### config.mk
export PLATFORM = sky130hd
export DESIGN_NAME = musical_key_classifier_unit
export DESIGN_NICKNAME = d
export VERILOG_FILES = /design/src/mkc_pkg.sv /design/src/mkc_hist.sv /design/src/mkc_mac.sv /design/src/musical_key_classifier_unit.sv
export SDC_FILE = /design/constraint.sdc
export NUM_CORES = 2
export LEC_CHECK = 0
export BUFFER_PORTS_ARGS = -buffer_cell sky130_fd_sc_hd__clkbuf_2
export CORE_ASPECT_RATIO = 0.7
export CORE_UTILIZATION = 60
export DETAILED_ROUTE_END_ITERATION = 6
export PLACE_DENSITY = 0.77
export SYNTH_ARGS = -nofsm -noshare
export SYNTH_HDL_FRONTEND = slang
export SYNTH_SLANG_ARGS = --single-unit
### constraint.sdc
create_clock -name i_clk -period 10.8 [get_ports i_clk]
set_input_delay 1.62 -clock i_clk [delete_from_list [all_inputs] [get_ports i_clk]]
set_output_delay 1.62 -clock i_clk [all_outputs]
set_load 0.05 [all_outputs]
### src/mkc_pkg.sv
`timescale 1ns / 1ps
// Shared types, codes and profile coefficients for the musical key classifier.
// No dependencies; used by every module of the block.
package mkc_pkg;

    localparam int NUM_BINS   = 12;
    localparam int WEIGHT_W   = 16;
    // profile coefficient pre-multiplied by the Q16 reciprocal norm
    localparam int COEF_BITS  = 22;
    // headroom for summing twelve coefficients (sum of each table < 2^25)
    localparam int SCORE_EXTRA = 25;

    localparam int RECIP_MAJOR = 5107;
    localparam int RECIP_MINOR = 4870;

    localparam logic OP_NOTE     = 1'b0;
    localparam logic OP_CLASSIFY = 1'b1;

    typedef struct packed {
        logic        op;
        logic [6:0]  pitch;
        logic [15:0] weight;
    } t_in_item;

    typedef struct packed {
        logic [3:0] key_root;
        logic       is_minor;
    } t_out_item;

    // candidate key carried alongside the MAC pipeline
    typedef struct packed {
        logic [3:0] root;
        logic       minor;
        logic       final_cand;
    } t_cand;

    typedef struct packed {
        logic  valid;
        logic  first;
        logic  last;
        t_cand cand;
    } t_mac_ctl;

    typedef struct packed {
        logic  valid;
        t_cand cand;
    } t_mac_res;

    // pitch mod 12 via reciprocal multiply: floor(p*43/512) == floor(p/12) for p < 128
    function automatic logic [3:0] pitch_class(input logic [6:0] p);
        logic [12:0] prod;
        logic [3:0]  q;
        logic [6:0]  q12;
        logic [6:0]  rem;
        prod = 13'(p) * 13'd43;
        q    = prod[12:9];
        q12  = 7'(q) * 7'd12;
        rem  = p - q12;
        return rem[3:0];
    endfunction

    function automatic logic [COEF_BITS-1:0] coef(input logic minor, input logic [3:0] j);
        logic [COEF_BITS-1:0] c;
        c = '0;
        if (!minor) begin
            case (j)
                4'd0:  c = COEF_BITS'(635 * RECIP_MAJOR);
                4'd1:  c = COEF_BITS'(223 * RECIP_MAJOR);
                4'd2:  c = COEF_BITS'(348 * RECIP_MAJOR);
                4'd3:  c = COEF_BITS'(233 * RECIP_MAJOR);
                4'd4:  c = COEF_BITS'(438 * RECIP_MAJOR);
                4'd5:  c = COEF_BITS'(409 * RECIP_MAJOR);
                4'd6:  c = COEF_BITS'(252 * RECIP_MAJOR);
                4'd7:  c = COEF_BITS'(519 * RECIP_MAJOR);
                4'd8:  c = COEF_BITS'(239 * RECIP_MAJOR);
                4'd9:  c = COEF_BITS'(366 * RECIP_MAJOR);
                4'd10: c = COEF_BITS'(229 * RECIP_MAJOR);
                4'd11: c = COEF_BITS'(288 * RECIP_MAJOR);
                default: c = '0;
            endcase
        end else begin
            case (j)
                4'd0:  c = COEF_BITS'(633 * RECIP_MINOR);
                4'd1:  c = COEF_BITS'(268 * RECIP_MINOR);
                4'd2:  c = COEF_BITS'(352 * RECIP_MINOR);
                4'd3:  c = COEF_BITS'(538 * RECIP_MINOR);
                4'd4:  c = COEF_BITS'(260 * RECIP_MINOR);
                4'd5:  c = COEF_BITS'(353 * RECIP_MINOR);
                4'd6:  c = COEF_BITS'(254 * RECIP_MINOR);
                4'd7:  c = COEF_BITS'(475 * RECIP_MINOR);
                4'd8:  c = COEF_BITS'(398 * RECIP_MINOR);
                4'd9:  c = COEF_BITS'(269 * RECIP_MINOR);
                4'd10: c = COEF_BITS'(334 * RECIP_MINOR);
                4'd11: c = COEF_BITS'(317 * RECIP_MINOR);
                default: c = '0;
            endcase
        end
        return c;
    endfunction

endpackage

### src/mkc_hist.sv
`timescale 1ns / 1ps
// Twelve-bin pitch-class histogram with saturating add, bulk clear and one read port.
// Depends on mkc_pkg.
module mkc_hist #(
    parameter int HIST_BITS = 32
) (
    input  logic                          i_clk,
    input  logic                          i_rst_n,
    input  logic                          i_add,
    input  logic [3:0]                    i_bin,
    input  logic [mkc_pkg::WEIGHT_W-1:0]  i_weight,
    input  logic                          i_clear,
    input  logic [3:0]                    i_rd_idx,
    output logic [HIST_BITS-1:0]          o_rd_data
);

    logic [HIST_BITS-1:0] r_hist [mkc_pkg::NUM_BINS];
    logic [HIST_BITS:0]   w_sum;

    assign w_sum = {1'b0, r_hist[i_bin]}
                 + {{(HIST_BITS + 1 - mkc_pkg::WEIGHT_W){1'b0}}, i_weight};

    always_ff @(posedge i_clk) begin
        if (!i_rst_n || i_clear) begin
            for (int k = 0; k < mkc_pkg::NUM_BINS; k++) begin
                r_hist[k] <= '0;
            end
        end else if (i_add) begin
            // carry out means the bin saturates
            r_hist[i_bin] <= w_sum[HIST_BITS] ? {HIST_BITS{1'b1}} : w_sum[HIST_BITS-1:0];
        end
    end

    assign o_rd_data = r_hist[i_rd_idx];

endmodule

### src/mkc_mac.sv
`timescale 1ns / 1ps
// Shared multiply-accumulate unit: one bin times one scaled coefficient per cycle,
// twelve products summed into one candidate score. Depends on mkc_pkg.
module mkc_mac #(
    parameter int HIST_BITS = 32
) (
    input  logic                                       i_clk,
    input  logic                                       i_rst_n,
    input  mkc_pkg::t_mac_ctl                          i_ctl,
    input  logic [HIST_BITS-1:0]                       i_hist,
    input  logic [mkc_pkg::COEF_BITS-1:0]              i_coef,
    output mkc_pkg::t_mac_res                          o_res,
    output logic [HIST_BITS+mkc_pkg::SCORE_EXTRA-1:0]  o_score
);

    localparam int PROD_W = HIST_BITS + mkc_pkg::COEF_BITS;
    localparam int ACC_W  = HIST_BITS + mkc_pkg::SCORE_EXTRA;

    mkc_pkg::t_mac_ctl   r_ctl;
    logic [PROD_W-1:0]   r_prod;
    logic [ACC_W-1:0]    r_acc;
    logic [ACC_W-1:0]    n_acc;
    mkc_pkg::t_mac_res   r_res;
    logic [ACC_W-1:0]    r_score;

    assign n_acc = (r_ctl.first ? '0 : r_acc) + {{(ACC_W - PROD_W){1'b0}}, r_prod};

    // only the valid bits are reset; the datapath fields follow them
    always_ff @(posedge i_clk) begin
        if (!i_rst_n) begin
            r_ctl.valid <= 1'b0;
            r_res.valid <= 1'b0;
        end else begin
            r_ctl.valid <= i_ctl.valid;
            r_res.valid <= r_ctl.valid && r_ctl.last;
        end
        r_ctl.first <= i_ctl.first;
        r_ctl.last  <= i_ctl.last;
        r_ctl.cand  <= i_ctl.cand;
        r_prod      <= PROD_W'(i_hist) * PROD_W'(i_coef);
        if (r_ctl.valid) begin
            r_acc <= n_acc;
        end
        if (r_ctl.valid && r_ctl.last) begin
            r_score    <= n_acc;
            r_res.cand <= r_ctl.cand;
        end
    end

    assign o_res   = r_res;
    assign o_score = r_score;

endmodule

### src/musical_key_classifier_unit.sv
`timescale 1ns / 1ps
// Krumhansl-Schmuckler key finder. Note transactions: one per cycle while busy is low, no result.
// Classify transaction: 24 keys x 12 bins = 288 MACs through one shared multiplier,
// result strobe after the last minor-key score is compared; busy drops in the strobe cycle.
// The receiver cannot stall: o_valid lasts exactly one cycle.
// Synchronous active-low reset clears the histogram and the sequencer.
module musical_key_classifier_unit #(
    parameter int WEIGHT_BITS = 16,
    parameter int HIST_BITS   = 32
) (
    input  logic                  i_clk,
    input  logic                  i_rst_n,
    input  logic                  start,
    output logic                  busy,
    input  mkc_pkg::t_in_item     i_in,
    output logic                  o_valid,
    output mkc_pkg::t_out_item    o_out
);

    localparam int SCORE_W = HIST_BITS + mkc_pkg::SCORE_EXTRA;
    localparam int WB_EFF  = (WEIGHT_BITS < mkc_pkg::WEIGHT_W) ? WEIGHT_BITS
                                                                : mkc_pkg::WEIGHT_W;
    localparam logic [mkc_pkg::WEIGHT_W-1:0] W_MASK =
        mkc_pkg::WEIGHT_W'((33'd1 << WB_EFF) - 33'd1);

    localparam logic [1:0] S_IDLE  = 2'd0;
    localparam logic [1:0] S_ISSUE = 2'd1;
    localparam logic [1:0] S_DRAIN = 2'd2;

    logic [1:0]            r_state, n_state;
    logic [3:0]            r_j, n_j;
    logic [3:0]            r_root, n_root;
    logic                  r_minor, n_minor;
    logic                  r_out_valid;
    mkc_pkg::t_out_item    r_out;

    logic [SCORE_W-1:0]    r_best_score;
    logic [3:0]            r_best_root;
    logic                  r_best_minor;

    logic                  w_accept;
    logic                  w_note;
    logic                  w_classify;
    logic                  w_done;
    logic                  w_gt;
    logic [4:0]            w_idx_sum;
    logic [3:0]            w_rd_idx;
    logic [HIST_BITS-1:0]  w_hist;
    mkc_pkg::t_mac_ctl     w_ctl;
    mkc_pkg::t_mac_res     w_res;
    logic [SCORE_W-1:0]    w_score;
    logic [3:0]            w_win_root;
    logic                  w_win_minor;

    assign busy       = (r_state != S_IDLE);
    assign w_accept   = start && !busy;
    assign w_note     = w_accept && (i_in.op == mkc_pkg::OP_NOTE);
    assign w_classify = w_accept && (i_in.op == mkc_pkg::OP_CLASSIFY);
    assign w_done     = w_res.valid && w_res.cand.final_cand;

    // bin read for the rotated profile: (j + root) mod 12
    assign w_idx_sum = {1'b0, r_j} + {1'b0, r_root};
    assign w_rd_idx  = (w_idx_sum >= 5'd12) ? 4'(w_idx_sum - 5'd12) : w_idx_sum[3:0];

    assign w_ctl.valid           = (r_state == S_ISSUE);
    assign w_ctl.first           = (r_j == 4'd0);
    assign w_ctl.last            = (r_j == 4'd11);
    assign w_ctl.cand.root       = r_root;
    assign w_ctl.cand.minor      = r_minor;
    assign w_ctl.cand.final_cand = r_minor && (r_root == 4'd11);

    mkc_hist #(
        .HIST_BITS (HIST_BITS)
    ) u_hist (
        .i_clk     (i_clk),
        .i_rst_n   (i_rst_n),
        .i_add     (w_note),
        .i_bin     (mkc_pkg::pitch_class(i_in.pitch)),
        .i_weight  (i_in.weight & W_MASK),
        .i_clear   (w_done),
        .i_rd_idx  (w_rd_idx),
        .o_rd_data (w_hist)
    );

    mkc_mac #(
        .HIST_BITS (HIST_BITS)
    ) u_mac (
        .i_clk   (i_clk),
        .i_rst_n (i_rst_n),
        .i_ctl   (w_ctl),
        .i_hist  (w_hist),
        .i_coef  (mkc_pkg::coef(r_minor, r_j)),
        .o_res   (w_res),
        .o_score (w_score)
    );

    // sequencer: j innermost, then root, major pass before minor pass
    always_comb begin
        n_state = r_state;
        n_j     = r_j;
        n_root  = r_root;
        n_minor = r_minor;
        unique case (r_state)
            S_IDLE: begin
                if (w_classify) begin
                    n_state = S_ISSUE;
                    n_j     = 4'd0;
                    n_root  = 4'd0;
                    n_minor = 1'b0;
                end
            end
            S_ISSUE: begin
                if (r_j == 4'd11) begin
                    n_j = 4'd0;
                    if (r_root == 4'd11) begin
                        n_root = 4'd0;
                        if (r_minor) begin
                            n_state = S_DRAIN;
                        end else begin
                            n_minor = 1'b1;
                        end
                    end else begin
                        n_root = r_root + 4'd1;
                    end
                end else begin
                    n_j = r_j + 4'd1;
                end
            end
            S_DRAIN: begin
                if (w_done) begin
                    n_state = S_IDLE;
                end
            end
            default: begin
                n_state = S_IDLE;
            end
        endcase
    end

    // strict greater-than keeps the earliest best key
    assign w_gt        = w_score > r_best_score;
    assign w_win_root  = w_gt ? w_res.cand.root  : r_best_root;
    assign w_win_minor = w_gt ? w_res.cand.minor : r_best_minor;

    always_ff @(posedge i_clk) begin
        if (!i_rst_n) begin
            r_state     <= S_IDLE;
            r_j         <= 4'd0;
            r_root      <= 4'd0;
            r_minor     <= 1'b0;
            r_out_valid <= 1'b0;
        end else begin
            r_state     <= n_state;
            r_j         <= n_j;
            r_root      <= n_root;
            r_minor     <= n_minor;
            r_out_valid <= w_done;
        end
    end

    always_ff @(posedge i_clk) begin
        if (w_classify) begin
            // empty histogram leaves C major
            r_best_score <= '0;
            r_best_root  <= 4'd0;
            r_best_minor <= 1'b0;
        end else if (w_res.valid) begin
            if (w_gt) begin
                r_best_score <= w_score;
            end
            r_best_root  <= w_win_root;
            r_best_minor <= w_win_minor;
        end
        if (w_done) begin
            r_out.key_root <= w_win_root;
            r_out.is_minor <= w_win_minor;
        end
    end

    assign o_valid = r_out_valid;
    assign o_out   = r_out;

    a_result_after_drain: assert property (@(posedge i_clk) disable iff (!i_rst_n)
        o_valid |-> $past(r_state) == S_DRAIN)
        else $error("result strobe without a finished classify pass");

    a_idle_at_result: assert property (@(posedge i_clk) disable iff (!i_rst_n)
        o_valid |-> !busy)
        else $error("busy still high in the result cycle");

    a_classify_goes_busy: assert property (@(posedge i_clk) disable iff (!i_rst_n)
        (start && !busy && i_in.op == mkc_pkg::OP_CLASSIFY) |=> busy)
        else $error("classify transaction did not start the sequencer");

    a_root_range: assert property (@(posedge i_clk) disable iff (!i_rst_n)
        o_valid |-> o_out.key_root <= 4'd11)
        else $error("key root out of range");

endmodule
==> flow_summary.yaml <==
finish:
  layout_common_cells: "710 x inv_1, 699 x nor2_1, 637 x edfxtp_1, 605 x fa_1, 520 x nand2_1"
  syn_to_final_growth_pct: 8.248
  drive_gt1_share_pct: 12.90
  nets: 6664
  insertedDiodeCount: 0
  fillers: 7714
  final_common_cell: "inv_1"
clock_tree:
  max-clock-path-buffers: 3
  ctsHtreeMaxLevel: 3
  cts_buffers: 81
  cts-root-buf: "clkbuf_16"
  cts_tree: "built"
  path_clk_slew_ns: 0.06
  hold_buffers: 0
  clock_latency_ns: 0.70
  cts.sinks: 818
drt:
  viasPerCell: 6.453
  wl_per_cell_um: 25.47
  wirelength_um: 182700
  num_vias: 46290
  drt_iter0_markers: 6218
  first_pass_iters: 7
  ant_nets: 0
  drc: 0
grt:
  track_usage_pct: 34.77
  grt_max_degree: 133
  antenna_found_initial: 0
  grt_pass1_wl_um: 279300
  overflow: 0
  grt_pass1_vias: 46440
logic_synthesis:
  synth_ff_type: "edfxtp_1"
  syn_area_mm2: 0.06395
  synth_cell_types: 84
  synthArstFlopShare_pct: 0
  syn_inst: 5705
  yosysSeqAreaShare_pct: 35.58
  avgSynthCellArea_um2: 11.21
  synth_fp_nets: 6677
  ys_warn_count: 0
  synth-seq-cells: 818
  synth_edf_count: 637
timing:
  max_slew_margin_pct: 15.46
  finalCritPeriodShare_pct: 96.75
  holdWs_ns: 0.4039
  final-setup-viol-count: 0
  min_period_ns: 10.45
  finalClockSkew_ns: 0.04873
  slew_viol_final: 0
  max_freq_mhz: 95.70
  final_hold_viol_count: 0
  setup_tns_ns: 0
  worstMarginPinSlew_ns: 1.244
  rsz0062_at_grt: "no"
run:
  drv_cap: 0
hold_path:
  hold_path_class: "reg -> reg"
setup_path:
  timing_worst_setup_path_type: "reg -> reg"
  cp.required_ns: 11.41
  cp-end-kind: "flop"
  cpMostUsedCell: "fa_1"
  crit_fanout: 17
  slowest_delay_ns: 0.64
  arrival_ns: 11.06
  worstSetupStartpointType: "flop"
  crit_path_top_delay_cell: "o21ai_2"
floorplan:
  dieHeight_um: 275.2
  rows: 99
  fp.dieW_um: 392.2
  fp.coreArea_mm2: 0.1049
  boundaryPins: 34
  die-area_mm2: 0.1079
  initial_core_util_pct: 60.96
run_status:
  status: "complete, no violations"
placed_design:
  dpl.hpwl_um: 127100
  globalplace.congestion: 0.9622
  io_buffers: 33
==> cell type report <==
class	instances	area, µm²	area share (%)
multi-input cells	3860	37570	54.27
flip-flops and latches	818	22760	32.87
inverters	712	2673	3.861
clock buffers	111	2275	3.286
well taps	1414	1769	2.556
repair buffers	219	1703	2.460
clock inverters	40	481.7	0.6958
==> final timing paths <==
path                  startpoint                to  slack (ns)  cells after the start
hold / removal    u_mac.r_ctl[0]    u_mac.o_res[0]        0.40                      0
hold reg to reg   u_mac.r_ctl[0]    u_mac.o_res[0]        0.40                      0
setup / recovery       r_root[0]  u_mac.r_prod[46]        0.35                     37
setup reg to reg       r_root[0]  u_mac.r_prod[46]        0.35                     37
==> cells in the mapped netlist, types with 5 or more instances <==
cell | n | area (µm²)
xnor2_1 | 94 | 823.3
nor3_1 | 80 | 400.4
dfxtp_1 | 181 | 3623
nand2b_1 | 30 | 187.7
nand3_1 | 46 | 230.2
ha_1 | 339 | 4242
edfxtp_1 | 637 | 19130
a31oi_1 | 19 | 118.9
mux2_2 | 50 | 563.0
mux2i_1 | 173 | 1732
and2_1 | 107 | 669.4
a21o_1 | 74 | 555.5
fa_1 | 606 | 12130
o21bai_1 | 17 | 127.6
o31a_1 | 5 | 43.79
nor2_1 | 700 | 2628
a21oi_1 | 222 | 1111
nor2b_1 | 96 | 600.6
nor4_1 | 11 | 68.82
o22ai_1 | 9 | 56.30
nand2_1 | 532 | 1997
buf_2 | 39 | 195.2
nand4_1 | 25 | 156.4
and3_1 | 32 | 200.2
xor2_1 | 33 | 289.0
o21ai_0 | 91 | 455.4
a211oi_1 | 29 | 217.7
a41oi_1 | 5 | 43.79
inv_1 | 710 | 2665
o211a_1 | 5 | 50.05
mux4_2 | 278 | 6261
o21a_1 | 23 | 172.7
a21boi_0 | 7 | 52.55
clkbuf_1 | 242 | 908.4
buf_1 | 32 | 120.1
and4_1 | 11 | 96.34
o31ai_1 | 10 | 75.07
a211o_1 | 6 | 52.55
or3_1 | 7 | 43.79
o211ai_1 | 10 | 75.07
==> sequential cells by signal (all words and copies together), names as in the netlist, named ones only <==
signal and cells:
r_best_score 57, o_valid 1, u_hist.r_hist 512, u_mac.o_res 7
u_mac.r_acc 57, u_mac.o_score 57, r_state 2, r_j 4
o_out 5, u_mac.r_prod 54, r_root 4, r_minor 1
r_best_root 4, r_best_minor 1, u_mac.r_ctl 9
==> layer usage <==
layer,GRT usage (%),share of wire [%],up-vias
met3,13.20,17,566
met1,49.59,38,22810
met2,49.04,41,3582
met5,0,0,-
li1,-,-,19330
met4,11.45,4.0,0
==> cell families (layout without fill, tap and decap cells) <==
kind of cell	count (synthesis)	in the layout	synth area share [%]
xor+xnor	131	131	1.841
simple gates	1697	1697	11.65
compound gates	585	585	5.826
mux	502	502	13.40
buf+inv	1027	1082	6.112
flops	818	818	35.58
fa+ha+maj	945	945	25.60
==> metrics by stage <==
step	instances	cell area (µm²)	setup slack [ns]	util, %
after floorplan	5705	63950	0.8511	-
after global placement	7015	66300	0.2100	63.20
after detailed placement	7015	66300	0.05866	63.20
after global routing	7174	69230	0.02108	65.98
after CTS	7166	69060	0.01238	65.82
final	7174	69230	0.3508	65.98
==> worst max-delay path, delay by kind of cell (launching register included) <==
family                     cells  cell delay (ns)
muxes                          1             0.36
buffers and inverters          8             0.92
DFF                            1             0.46
AOI/OAI and AO/OA             12             3.27
xor gates and xnor gates       2             0.35
adders and majority gates     11             4.48
and+or+nand+nor                3             0.54
==> repair_timing <==
action | 4_1_cts | 5_1_grt
resized for setup | 0 | 19
buffers inserted | 0 | 8
endpoints found under the setup margin | 0 | 12
Power is not shown: default switching activity piles up to over one toggle a cycle in this logic, so the estimate is an artifact.
